**src/hdl/glb_pkg.sv**
```systemverilog
// Package for the gradient color table builder: sizes, command and status
// structs, and the controller state type. No dependencies.
`default_nettype none

package glb_pkg;

  localparam int TABLE_DEPTH = 256;
  localparam int CHANNELS    = 4;

  localparam int NUM_CH  = 4;
  localparam int CH_W    = 8;
  localparam int POS_W   = 17;
  localparam int RDIDX_W = 8;
  localparam int IDX_W   = $clog2(TABLE_DEPTH);
  localparam int RD_W    = (IDX_W + 1 > RDIDX_W) ? IDX_W + 1 : RDIDX_W + 1;
  localparam int PROD_W  = POS_W + IDX_W;

  localparam logic [POS_W-1:0] POS_ONE  = POS_W'(65536);
  localparam logic [POS_W-1:0] POS_HALF = POS_W'(32768);

  // One quotient bit per step of the restoring divider.
  localparam int DIV_STEPS = CH_W;
  localparam int DIV_CNT_W = $clog2(DIV_STEPS);

  localparam logic FUNC_LOAD = 1'b0;
  localparam logic FUNC_READ = 1'b1;

  typedef logic [NUM_CH-1:0][CH_W-1:0] color_t;

  typedef enum logic [1:0] {
    SEG_HEAD,
    SEG_RAMP,
    SEG_TAIL
  } seg_kind_e;

  typedef enum logic [3:0] {
    ST_IDLE,
    ST_INDEX,
    ST_PLAN,
    ST_DIV,
    ST_WALK_SEG,
    ST_TAIL_SET,
    ST_WALK_TAIL,
    ST_COMMIT,
    ST_READ
  } ctrl_state_e;

  typedef struct packed {
    logic      ld_latch;
    logic      rd_issue;
    logic      calc_idx;
    logic      setup;
    seg_kind_e seg_kind;
    logic      div_step;
    logic      walk_step;
    logic      commit;
    logic      out_load;
  } dp_cmd_t;

  typedef struct packed {
    logic have_prev;
    logic last;
    logic backward;
    logic seg_zero;
    logic div_done;
    logic walk_done;
    logic out_full;
  } dp_status_t;

endpackage

`default_nettype wire

```
**src/hdl/glb_ctrl.sv**
```systemverilog
// Controller of the gradient color table builder: sequences index mapping,
// segment division and table walks. Depends on glb_pkg.
`default_nettype none

module glb_ctrl (
  input  logic                clk_i,
  input  logic                rst_ni,
  input  logic                in_valid_i,
  input  logic                func_i,
  output logic                in_ready_o,
  input  glb_pkg::dp_status_t status_i,
  output glb_pkg::dp_cmd_t    cmd_o
);
  import glb_pkg::*;

  ctrl_state_e state_q, state_d;

  always_ff @(posedge clk_i or negedge rst_ni) begin
    if (!rst_ni) begin
      state_q <= ST_IDLE;
    end else begin
      state_q <= state_d;
    end
  end

  always_comb begin
    state_d = state_q;
    case (state_q)
      ST_IDLE: begin
        if (in_valid_i) begin
          state_d = (func_i == FUNC_READ) ? ST_READ : ST_INDEX;
        end
      end
      ST_INDEX: state_d = ST_PLAN;
      ST_PLAN: begin
        if (!status_i.have_prev) begin
          state_d = ST_WALK_SEG;
        end else if (status_i.backward) begin
          state_d = status_i.last ? ST_TAIL_SET : ST_COMMIT;
        end else if (status_i.seg_zero) begin
          state_d = ST_WALK_SEG;
        end else begin
          state_d = ST_DIV;
        end
      end
      ST_DIV: begin
        if (status_i.div_done) begin
          state_d = ST_WALK_SEG;
        end
      end
      ST_WALK_SEG: begin
        if (status_i.walk_done) begin
          state_d = status_i.last ? ST_TAIL_SET : ST_COMMIT;
        end
      end
      ST_TAIL_SET: state_d = ST_WALK_TAIL;
      ST_WALK_TAIL: begin
        if (status_i.walk_done) begin
          state_d = ST_COMMIT;
        end
      end
      ST_COMMIT: state_d = ST_IDLE;
      ST_READ: begin
        if (!status_i.out_full) begin
          state_d = ST_IDLE;
        end
      end
      default: state_d = ST_IDLE;
    endcase
  end

  always_comb begin
    in_ready_o = 1'b0;
    cmd_o      = '0;
    case (state_q)
      ST_IDLE: begin
        in_ready_o     = 1'b1;
        cmd_o.ld_latch = in_valid_i && (func_i == FUNC_LOAD);
        cmd_o.rd_issue = in_valid_i && (func_i == FUNC_READ);
      end
      ST_INDEX: cmd_o.calc_idx = 1'b1;
      ST_PLAN: begin
        if (!status_i.have_prev) begin
          cmd_o.setup    = 1'b1;
          cmd_o.seg_kind = SEG_HEAD;
        end else if (!status_i.backward) begin
          cmd_o.setup    = 1'b1;
          cmd_o.seg_kind = SEG_RAMP;
        end
      end
      ST_DIV:       cmd_o.div_step  = 1'b1;
      ST_WALK_SEG:  cmd_o.walk_step = 1'b1;
      ST_TAIL_SET: begin
        cmd_o.setup    = 1'b1;
        cmd_o.seg_kind = SEG_TAIL;
      end
      ST_WALK_TAIL: cmd_o.walk_step = 1'b1;
      ST_COMMIT:    cmd_o.commit    = 1'b1;
      ST_READ:      cmd_o.out_load  = !status_i.out_full;
      default: begin
        in_ready_o = 1'b0;
      end
    endcase
  end

endmodule

`default_nettype wire

```
**config.mk**
```make
export PLATFORM = sky130hd
export DESIGN_NAME = glb_ctrl
export DESIGN_NICKNAME = d
export VERILOG_FILES = /design/src/hdl/glb_pkg.sv /design/src/hdl/glb_ctrl.sv
export SDC_FILE = /design/constraint.sdc
export NUM_CORES = 1
export LEC_CHECK = 0
export BUFFER_PORTS_ARGS = -buffer_cell sky130_fd_sc_hd__buf_2
export CORE_AREA = 10 10 47 49
export DETAILED_ROUTE_END_ITERATION = 8
export DIE_AREA = 0 0 57 59
export MAX_ROUTING_LAYER = met4
export PLACE_DENSITY = 0.59
export SYNTH_ARGS = -nofsm -noshare
export SYNTH_HDL_FRONTEND = slang
export SYNTH_SLANG_ARGS = --single-unit
```
**constraint.sdc**
```tcl
create_clock -name clk_i -period 2.25 [get_ports clk_i]
set_input_delay 0.45 -clock clk_i [delete_from_list [all_inputs] [get_ports clk_i]]
set_output_delay 0.45 -clock clk_i [all_outputs]
set_load 0.02 [all_outputs]
```
# ---- Yosys cells after proc, flatten, opt, wreduce, memory -nomap -nowiden
# Index checks and enable logic that the tools add are counted.
dict set report op_classes {
  n_eq_ne 13
  n_bitwise 1
  n_reduce_logical 6
  n_mux 21
}
# operator count
set op_table {}
lappend op_table {{$pmux W4 S8} 1}
lappend op_table {{$mux W4} 6}
lappend op_table {{$eq A4 B3 Y1 const B} 4}
lappend op_table {{$mux W3} 5}
lappend op_table {{$ne A2 B2 Y1 const B} 5}
lappend op_table {{$eq A4 B2 Y1 const B} 2}
lappend op_table {{$mux W1} 6}
lappend op_table {{$pmux W3 S2} 1}
lappend op_table {{$reduce_and A5 Y1} 1}
lappend op_table {{$eq A4 B1 Y1 const B} 1}
lappend op_table {{$eq A4 B4 Y1 const B} 1}
lappend op_table {{$logic_not A4 Y1} 1}
lappend op_table {{$mux W2} 2}
lappend op_table {{$logic_and A1 B1 Y1} 2}
lappend op_table {{$reduce_or A2 Y1} 1}
lappend op_table {{$logic_not A1 Y1} 1}
lappend op_table {{$not A1 Y1} 1}
dict set report word_totals {
  out_inout_bits 11
  register_bits 4
  in_bits 11
  wordCells 42
}

# ---- Depth between registers and ports, before layout
# Gate-level depths: netlist (run 1).
dict set report depth {
  word_depth 4
  depth_mapped 5
  depth_no_buf 4
}

# ---- Least setup slack after synthesis (run 1)
# No wires, ideal clock.
dict set report synth_timing {
  kind {flip-flop to output port}
  startpoint {register state_q[2]}
  endpoint {output cmd_o[9] (netlist name)}
  slack_ns 0.445
  path_buffers 1
  t_arrival_ns 1.355
  path_stages_with_launch 5
  required_ns 1.800
  path_cell_list {dfrtp_1 buf_6 nor4_4 nand2_1 nor2_1}
}
# element line
set synth_lines {}
lappend synth_lines {{from (decl)} glb_ctrl.sv:16} ;# ctrl_state_e state_q, state_d;
lappend synth_lines {{from (signal assigned)} glb_ctrl.sv:22} ;# state_q <= state_d;
lappend synth_lines {{to (decl)} glb_ctrl.sv:12} ;# output glb_pkg::dp_cmd_t cmd_o

==> impl_metrics.csv, run 1 <==
group,metric,value,unit
detailed_routing,drc,0,
final_layout,layout.area.seq,100,um^2
synthesis,instance_count_of_the_mapped_netlist,57,
worst_setup_path,critPathArrivalTime,1580,ps
timing,period_needed,2030,ps
timing,final-hold-violation-count,0,
clocking,cts_made_buffers,3,
floorplan,design.die.area,3360,um^2
worst_setup_path,capturing_element_of_the_worst_setup_path,"cmd_o[0]",
global_route,number_of_antenna_violations_at_the_first_check_in_global_routing,0,
worst_hold_path,hp-class,"in -> reg",
clocking,clock_root_buffer_master,"sky130_fd_sc_hd__clkbuf_4",
detailed_routing,antenna_left,0,
worst_setup_path,cp-end-kind,"output port",
worst_setup_path,critical_path_peak_fanout,14,
clocking,postCtsSetupRepairBufs,0,
power,cellPowerDensity,1300,nW/um^2
power,power.ir.vdd_worst,0.000666,V
worst_setup_path,worst_setup_path_start_kind,"register",
floorplan,top_level_ports,22,
detailed_routing,route.detailed.vias_per_inst,4.95,
synthesis,ys_seq_elements,4,
status,status,"completed",
clocking,clk-insertion-delay-late,230,ps
clocking,buffer_depth_of_the_longest_clock_path,2,
final_layout,n_antenna_cell,0,
timing,worst_slew_pin_slew,410,ps
final_layout,ratio_of_cells_with_drive_above_1_in_the_final_layout,38.8,%
job,drv.max_cap_violation_count,0,
power,post-layout-total-power,770,uW
floorplan,initial_standard_cell_utilization_of_the_core,32.2,%
placement,dpl_cell_area,559,um^2
timing,clock-skew-final,3.36,ps
worst_setup_path,r2r-start,"state_q[3]",
timing,timing_max_transition_violations_final,0,
synthesis,ys_seq_area_share,22.2,%
global_route,grt_first_pass_wirelength,1.99,mm
final_layout,final_cell_area,592,um^2
detailed_routing,route.detailed.wl_per_inst,12.9,um
timing,max-slew-margin-rel,72.6,%
floorplan,die_height,59,um
detailed_routing,detailroute.via_count,475,
synthesis,post_synth.cell_area_avg,7.92,um^2
final_layout,largest_registers,"state_q x4",
clocking,clkSinkCount,4,
worst_setup_path,worst_r2r_path_depth,4,
placement,hpwlAfterDp,1.03,mm
clocking,clkSlewWorstSetupHoldPaths,40,ps
timing,layout_setup_ws,220,ps
power,leakagePower,0.288,nW
final_layout,filler_cell_count,158,
timing,timing.fmax,0.493,GHz
floorplan,rows,14,
final_layout,multi_input_area,312,um^2
final_layout,layout.nets,93,
synthesis,yosys.cell_types.count,26,
detailed_routing,postRouteWirelength,1.24,mm
placement,gp_congestion,0.814,
placement,post-place-cells,92,
timing,min_period_over_period,90.2,%
floorplan,die-width,57,um
detailed_routing,detailedRoute.firstPassIterationCount,4,
final_layout,layoutNonFillerInstCount,96,
timing,setup_repair_after_global_routing_missed_its_margin,"no",
global_route,grt_pass1_vias,495,
worst_setup_path,timing_worst_setup_path_type,"reg -> out",
global_route,grt_usage,7.49,%
global_route,grt_max_degree,15,
clocking,htreeDepth,1,
final_layout,largest-register,"state_q",
final_layout,area.growth.synth_to_final,31.0,%
clocking,cts_repair_resize_count,0,
timing,setup_viol,0,
clocking,cts_tree,"done",
worst_setup_path,timing.critical_path.required,1800,ps
synthesis,synth_nets,68,
worst_setup_path,r2r-end,"state_q[2]",
placement,post-place-ws,469,ps
floorplan,core,1400,um^2
synthesis,post_synth_instance_area,452,um^2
final_layout,largest_reg_flops,4,
detailed_routing,initialDrtViolationCount,5,
worst_setup_path,startpoint,"state_q[1]",
global_route,overflow,0,
timing,fin_setup_tns,0,ps
placement,port_buffers,21,
synthesis,number_of_warnings_issued_by_yosys,0,
worst_setup_path,reg2reg_slack,660,ps
synthesized netlist by cell type, drive strengths merged:
cell / number / area [um^2]
a21oi: 4 / 20.0
a311oi: 1 / 8.76
a31oi: 1 / 6.26
and3: 1 / 6.26
buf: 4 / 32.5
dfrtp: 4 / 100
inv: 2 / 7.51
nand2: 8 / 30.0
nand2b: 5 / 31.3
nand3b: 3 / 22.5
nand4b: 1 / 8.76
nor2: 9 / 36.3
nor3: 1 / 5.00
nor3b: 3 / 22.5
nor4: 1 / 21.3
nor4b: 1 / 8.76
o21ai: 1 / 5.00
o221ai: 1 / 15.0
o22a: 1 / 8.76
o2bb2ai: 1 / 8.76
o32a: 1 / 10.0
o32ai: 2 / 25.0
or3: 1 / 11.3
logic make-up after synthesis:
kind of cell | Yosys count | synth area share (%)
simple gates | 34 | 45.2
compound gates | 13 | 23.8
buf+inv | 6 | 8.86
flops | 4 | 22.2
worst min-delay path by stage:
stage | from | to | slack (ps) | depth (start not counted)
CTS | status_i[1] | state_q[2] | 430 | 2
global route | status_i[1] | state_q[2] | 440 | 2
global placement | rst_ni | state_q[0] | 250 | 1
finish | status_i[2] | state_q[0] | 440 | 2
detailed placement | rst_ni | state_q[0] | 260 | 1
floorplan | rst_ni | state_q[0] | 150 | 0
metrics by stage:
stage / hold slack (ps) / utilization [%]
after CTS: 433 / 42.2
after floorplan: 154 / -
after detailed placement: 256 / 39.9
after global placement: 255 / 39.9
after global routing: 441 / 42.2
final: 441 / 42.2
power breakdown:
| group | total (mW) | switching, mW | internal [mW] | leakage [nW] |
|---|---|---|---|---|
| Combinational | 0.498 | 0.271 | 0.227 | 0.223 |
| Clock | 0.0872 | 0.0276 | 0.0595 | 0.0138 |
| Sequential | 0.185 | 0.0828 | 0.102 | 0.0512 |
| Total | 0.770 | 0.382 | 0.388 | 0.288 |
cells in the final DEF, fill, tap and decap left out, types with 2 or more instances in the layout:
master,n
sky130_fd_sc_hd__inv_1,2
sky130_fd_sc_hd__nand2b_1,5
sky130_fd_sc_hd__nor3b_1,3
sky130_fd_sc_hd__dfrtp_1,4
sky130_fd_sc_hd__clkbuf_4,3
sky130_fd_sc_hd__a21oi_1,4
sky130_fd_sc_hd__buf_4,2
sky130_fd_sc_hd__nand3b_1,3
sky130_fd_sc_hd__nor2_1,8
sky130_fd_sc_hd__nand2_1,8
sky130_fd_sc_hd__buf_2,21
worst max-delay path: stages (launching register included):
cell and delay [ps]:
sky130_fd_sc_hd__dfrtp_1 520, sky130_fd_sc_hd__or3_4 440, sky130_fd_sc_hd__nor3b_1 190, sky130_fd_sc_hd__buf_2 200
metal layers:
metal / global-route usage (%) / part of all wire, % / up-vias
met2: 11.8 / 48 / 15
met3: 3.22 / 7.6 / 0
met1: 7.43 / 44 / 206
met5: - / 0 / -
li1: - / - / 254
met4: 5.03 / 0 / 0
what timing repair did:
action,4_1_cts,5_1_grt
setup endpoints to repair,0,0
hold buffers,1,0
hold endpoints to repair,2,0
cell type report:
cell class              count  share of cell area, %
well taps                  16                   3.38
multi-input cells          47                   52.6
inverters                   2                   1.27
repair buffers             24                   22.0
flip-flops and latches      4                   16.9
clock buffers               3                   3.81
Power figures use the tool's default switching activity.
==> run 2: changes to the inputs <==
--- a/config.mk
+++ b/config.mk
@@ -10,7 +10,7 @@
 export DETAILED_ROUTE_END_ITERATION = 8
 export DIE_AREA = 0 0 57 59
 export MAX_ROUTING_LAYER = met4
-export PLACE_DENSITY = 0.59
+export PLACE_DENSITY = 0.61
 export SYNTH_ARGS = -nofsm -noshare
 export SYNTH_HDL_FRONTEND = slang
 export SYNTH_SLANG_ARGS = --single-unit
==> constraint.sdc (replaced) <==
create_clock -name clk_i -period 1.63 [get_ports clk_i]
set_input_delay 0.326 -clock clk_i [delete_from_list [all_inputs] [get_ports clk_i]]
set_output_delay 0.326 -clock clk_i [all_outputs]
set_load 0.02 [all_outputs]
==> run 2 against run 1 <==
The run now ends with negative setup slack left. Worst setup slack lost 350 ps. First-iteration DRC count shrank 20%. Sequential share of layout area shrank 3.2 points. Via count grew 18%. Worst hold slack lost 130 ps. Count of clock-buffer cells in the layout is the same. Die area is the same. Wire length grew 18%. Sequential power grew 11%. Non-clock buffer count grew 12. Design area grew 30%. Largest power group unchanged.
==> impl_metrics.csv, run 2 (synthesized netlist as in run 1, its figures left out) <==
group,metric,value,unit
clocking,clk-insertion-delay-late,230,ps
detailed_routing,postRouteWirelength,1.47,mm
timing,min_period_over_period,108,%
worst_setup_path,timing_worst_setup_path_type,"reg -> out",
worst_setup_path,cp-end-kind,"output port",
final_layout,final_core_utilization,54.8,%
timing,setup_viol,6,
global_route,grt_usage,8.43,%
worst_hold_path,hp-class,"in -> reg",
detailed_routing,detailroute.via_count,559,
placement,hpwlAfterDp,1.09,mm
final_layout,commonest_cells_after_routing_fill_and_taps_aside,"sky130_fd_sc_hd__buf_4 (16), sky130_fd_sc_hd__buf_2 (13), sky130_fd_sc_hd__nor2_1 (7), sky130_fd_sc_hd__nand2_1 (6), sky130_fd_sc_hd__buf_6 (5)",
timing,timing_max_transition_violations_final,0,
final_layout,layout.nets,105,
global_route,grt_pass1_vias,557,
timing,setup_repair_after_global_routing_missed_its_margin,"yes",
global_route,grt_max_degree,9,
floorplan,rows,14,
worst_setup_path,timing.critical_path.required,1300,ps
detailed_routing,detailedRoute.firstPassIterationCount,4,
clocking,htreeDepth,1,
final_layout,final_common_cell,"sky130_fd_sc_hd__buf_4",
global_route,number_of_antenna_violations_at_the_first_check_in_global_routing,0,
floorplan,design.die.area,3360,um^2
power,leakagePower,0.365,nW
clocking,clkSlewWorstSetupHoldPaths,40,ps
clocking,cts_made_buffers,3,
timing,worst_slew_pin_slew,347,ps
worst_setup_path,reg2reg_slack,110,ps
timing,max-slew-margin-rel,76.7,%
status,violated_checks,"negative setup slack",
final_layout,area.growth.synth_to_final,70.1,%
final_layout,largest-register,"state_q",
detailed_routing,antenna_left,0,
power,post-layout-total-power,1.41,mW
worst_setup_path,worst_setup_path_start_kind,"register",
detailed_routing,initialDrtViolationCount,4,
floorplan,initial_standard_cell_utilization_of_the_core,32.2,%
placement,gp_congestion,0.757,
clocking,clock_root_buffer_master,"sky130_fd_sc_hd__clkbuf_4",
floorplan,top_level_ports,22,
global_route,grt_first_pass_wirelength,2.36,mm
timing,period_needed,1770,ps
power,cellPowerDensity,1840,nW/um^2
clocking,cts_tree,"done",
floorplan,die-width,57,um
timing,layout_setup_ws,-135,ps
worst_setup_path,critPathArrivalTime,1440,ps
final_layout,ratio_of_cells_with_drive_above_1_in_the_final_layout,57.6,%
final_layout,largest_reg_flops,4,
timing,timing.fmax,0.567,GHz
floorplan,core,1400,um^2
power,power.ir.vdd_worst,0.000783,V
final_layout,largest_registers,"state_q x4",
timing,clock-skew-final,4.72,ps
global_route,overflow,0,
detailed_routing,route.detailed.vias_per_inst,5.18,
detailed_routing,drc,0,
placement,port_buffers,21,
timing,final-hold-violation-count,0,
status,status,"complete, but fails checks",
clocking,buffer_depth_of_the_longest_clock_path,2,
clocking,clkSinkCount,4,
floorplan,die_height,59,um
final_layout,n_antenna_cell,0,
worst_setup_path,critical_path_peak_fanout,5,
job,drv.max_cap_violation_count,0,
final_layout,filler_cell_count,140,
detailed_routing,route.detailed.wl_per_inst,13.6,um
timing,final.hold.worst_slack,312,ps
## run 2: cell count changes in the layout (fill, tap and decap cells not counted), moves of 2 or more
cell / before / now
sky130_fd_sc_hd__buf_2: 21 / 13
sky130_fd_sc_hd__buf_4: 2 / 16
sky130_fd_sc_hd__buf_6: 0 / 5
sky130_fd_sc_hd__dfrtp_1: 4 / 0
sky130_fd_sc_hd__dfrtp_2: 0 / 4
sky130_fd_sc_hd__nand2_1: 8 / 6
## run 2: routing by layer
metal	track usage, %	share of wire (%)	vias to the layer above
met5	-	0	-
met4	4.03	1.7	0
met3	1.29	3.7	4
met2	13.8	54	14
met1	9.84	41	260
li1	-	-	281
## run 2: report_power, final
group | leakage [nW] | total (mW) | internal [mW] | switching [mW]
sequential | 0.0459 | 0.206 | 0.150 | 0.0558
clock | 0.0138 | 0.124 | 0.0824 | 0.0414
combinational | 0.305 | 1.08 | 0.552 | 0.528
## run 2: final timing paths
check,from,to,cells past startpoint
setup / recovery,state_q[0],cmd_o[0],4
hold / removal,status_i[2],state_q[0],2
setup reg to reg,state_q[0],state_q[2],5
hold reg to reg,state_q[0],state_q[2],2
max in group asynchronous,rst_ni,state_q[2],2
min in group asynchronous,rst_ni,state_q[0],2
## run 2: timing repair
action / CTS / global route
pin swaps: 2 / 5
resized for setup: 12 / 11
hold buffers: 1 / 0
setup endpoints to repair: 11 / 11
hold endpoints to repair: 4 / 0
buffers inserted: 6 / 3
cloned: 0 / 0
## run 2: per-stage QoR
step / instance area [um^2] / instances / TNS (ps) / worst slack, ps
6_report: 768 / 108 / -394 / -135
5_1_grt: 768 / 108 / -984 / -208
4_1_cts: 712 / 105 / -309 / -88.8
3_5_place_dp: 589 / 95 / 0 / 85.1
3_3_place_gp: 589 / 95 / 0 / 72.1
2_1_floorplan: 459 / 57 / 0 / 7.11
## run 2: layout make-up
type                       count  area [um^2]  share of cell area (%)
tap                           16         20.0                    2.61
timing repair buffer          36          272                    35.3
clock buffer                   3         22.5                    2.93
sequential                     4          105                    13.7
inverter                       2         7.51                   0.977
multi-input combinational     47          342                    44.5
## run 2: critical path, stage by stage, from the launching register on
cell                      delay [ps]
sky130_fd_sc_hd__dfrtp_2         390
sky130_fd_sc_hd__buf_4           150
sky130_fd_sc_hd__or3_4           340
sky130_fd_sc_hd__nor3b_2         160
sky130_fd_sc_hd__buf_4           160
==> run 3: changes to the inputs <==
--- a/config.mk
+++ b/config.mk
@@ -10,7 +10,7 @@
 export DETAILED_ROUTE_END_ITERATION = 8
 export DIE_AREA = 0 0 57 59
 export MAX_ROUTING_LAYER = met4
-export PLACE_DENSITY = 0.61
+export PLACE_DENSITY = 0.59
 export SYNTH_ARGS = -nofsm -noshare
 export SYNTH_HDL_FRONTEND = slang
 export SYNTH_SLANG_ARGS = --single-unit
==> constraint.sdc (replaced) <==
create_clock -name clk_i -period 2.3 [get_ports clk_i]
set_input_delay 0.46 -clock clk_i [delete_from_list [all_inputs] [get_ports clk_i]]
set_output_delay 0.46 -clock clk_i [all_outputs]
set_load 0.02 [all_outputs]
==> run 3 against run 2 <==
The run now ends clean. Clock power decreased by 31%. Count of clock-buffer cells in the layout unchanged. Utilization decreased by 13 points. Register-to-register slack improved by 600 ps. Critical path type unchanged. Clock skew decreased by 2.5 ps.
==> impl_metrics.csv, run 3 (synthesized netlist as in run 1, its figures left out) <==
group,metric,value,unit
global_route,overflow,0,
placement,dpl_cell_area,559,um^2
final_layout,largest_reg_flops,4,
detailed_routing,postRouteWirelength,1.24,mm
timing,worst_slew_pin_slew,411,ps
worst_setup_path,worst_r2r_path_depth,4,
worst_setup_path,r2r-start,"state_q[3]",
detailed_routing,route.detailed.vias_per_inst,4.96,
worst_setup_path,r2r-end,"state_q[2]",
final_layout,layout.nets,92,
final_layout,commonest_cells_after_routing_fill_and_taps_aside,"sky130_fd_sc_hd__buf_2 (21), sky130_fd_sc_hd__nor2_1 (8), sky130_fd_sc_hd__nand2_1 (8), sky130_fd_sc_hd__nand2b_1 (5)",
detailed_routing,detailedRoute.firstPassIterationCount,3,
detailed_routing,antenna_left,0,
floorplan,die_height,59,um
detailed_routing,drc,0,
clocking,clk-insertion-delay-late,230,ps
clocking,cts_tree,"done",
timing,fin_setup_tns,0,ps
placement,gp_congestion,0.814,
job,drv.max_cap_violation_count,0,
timing,timing.fmax,0.490,GHz
clocking,clkSlewWorstSetupHoldPaths,40,ps
final_layout,n_antenna_cell,0,
worst_setup_path,worst_setup_path_start_kind,"register",
power,power.ir.vdd_worst,0.000654,V
final_layout,final_cell_area,582,um^2
floorplan,die-width,57,um
worst_setup_path,capturing_element_of_the_worst_setup_path,"cmd_o[0]",
worst_setup_path,startpoint,"state_q[1]",
clocking,cts_hold_buf,0,
floorplan,initial_standard_cell_utilization_of_the_core,32.2,%
timing,setup_repair_after_global_routing_missed_its_margin,"no",
timing,setup_viol,0,
clocking,cts_repair_resize_count,0,
timing,period_needed,2040,ps
floorplan,top_level_ports,22,
placement,hpwlAfterDp,1.03,mm
worst_setup_path,critPathArrivalTime,1580,ps
worst_setup_path,timing.critical_path.required,1840,ps
clocking,clkSinkCount,4,
global_route,grt_max_degree,15,
clocking,postCtsSetupRepairBufs,0,
final_layout,ratio_of_cells_with_drive_above_1_in_the_final_layout,39.2,%
timing,max-slew-margin-rel,72.6,%
detailed_routing,route.detailed.wl_per_inst,13.0,um
final_layout,layoutNonFillerInstCount,95,
worst_setup_path,cp-end-kind,"output port",
detailed_routing,detailroute.via_count,471,
clocking,clock_root_buffer_master,"sky130_fd_sc_hd__clkbuf_4",
worst_hold_path,hp-class,"in -> async",
worst_setup_path,timing_worst_setup_path_type,"reg -> out",
global_route,grt_first_pass_wirelength,1.96,mm
final_layout,area.growth.synth_to_final,28.8,%
timing,clock-skew-final,2.25,ps
status,status,"completed",
global_route,number_of_antenna_violations_at_the_first_check_in_global_routing,0,
timing,min_period_over_period,88.7,%
timing,timing_max_transition_violations_final,0,
placement,post-place-cells,92,
worst_setup_path,reg2reg_slack,710,ps
worst_setup_path,critical_path_peak_fanout,14,
power,cellPowerDensity,1290,nW/um^2
power,leakagePower,0.283,nW
timing,final-hold-violation-count,0,
final_layout,largest-register,"state_q",
clocking,buffer_depth_of_the_longest_clock_path,2,
placement,post-place-ws,509,ps
floorplan,core,1400,um^2
floorplan,design.die.area,3360,um^2
final_layout,multi_input_area,312,um^2
global_route,grt_usage,7.40,%
final_layout,final_common_cell,"sky130_fd_sc_hd__buf_2",
floorplan,rows,14,
final_layout,filler_cell_count,159,
placement,port_buffers,21,
detailed_routing,initialDrtViolationCount,5,
final_layout,layout.area.seq,100,um^2
clocking,htreeDepth,1,
clocking,cts_made_buffers,3,
final_layout,largest_registers,"state_q x4",
timing,layout_setup_ws,261,ps
global_route,grt_pass1_vias,490,
==> run 3: cell types whose count changed in the layout (fill, tap and decap cells not counted), moves of 2 or more <==
cell	change
sky130_fd_sc_hd__buf_2	+8
sky130_fd_sc_hd__buf_4	-14
sky130_fd_sc_hd__dfrtp_1	+4
sky130_fd_sc_hd__dfrtp_2	-4
sky130_fd_sc_hd__nand2_1	+2
sky130_fd_sc_hd__buf_6	-5
==> run 3: worst max-delay path, cell delays in order, from the launching register on <==
cell and delay, ps:
sky130_fd_sc_hd__dfrtp_1 510, sky130_fd_sc_hd__or3_4 440, sky130_fd_sc_hd__nor3b_1 190, sky130_fd_sc_hd__buf_2 200
==> run 3: metal layers <==
layer / up-vias / routed length, um / track usage [%]
li1: 252 / - / -
met1: 207 / 562 / 7.43
met2: 12 / 584 / 11.5
met3: 0 / 89 / 3.22
met4: 0 / 0 / 5.03
met5: - / 0 / -
==> run 3: how the worst min path moves through the flow <==
stage,depth (start not counted),endpoint
floorplan,0,state_q[0]
global placement,1,state_q[0]
detailed placement,1,state_q[0]
CTS,1,state_q[1]
global route,1,state_q[1]
finish,1,state_q[1]
==> run 3: layout make-up <==
cell class / count / area share, %
tap: 16 / 3.44
clock buffer: 3 / 3.87
sequential: 4 / 17.2
inverter: 2 / 1.29
multi-input combinational: 47 / 53.5
timing repair buffer: 23 / 20.6
==> run 3: power by group <==
group / internal (mW) / switching (mW) / total (mW)
Combinational: 0.220 / 0.265 / 0.486
Clock: 0.0583 / 0.0274 / 0.0857
Sequential: 0.100 / 0.0811 / 0.181
Total: 0.379 / 0.374 / 0.753
==> run 3: stage by stage <==
step	utilization (%)	power [mW]	hold WS [ps]
after floorplan	-	0.557	164
after global placement	39.9	0.667	265
after detailed placement	39.9	0.673	266
after CTS	41.5	0.764	9.93
after global routing	41.5	0.823	6.69
final	41.5	0.753	21.3
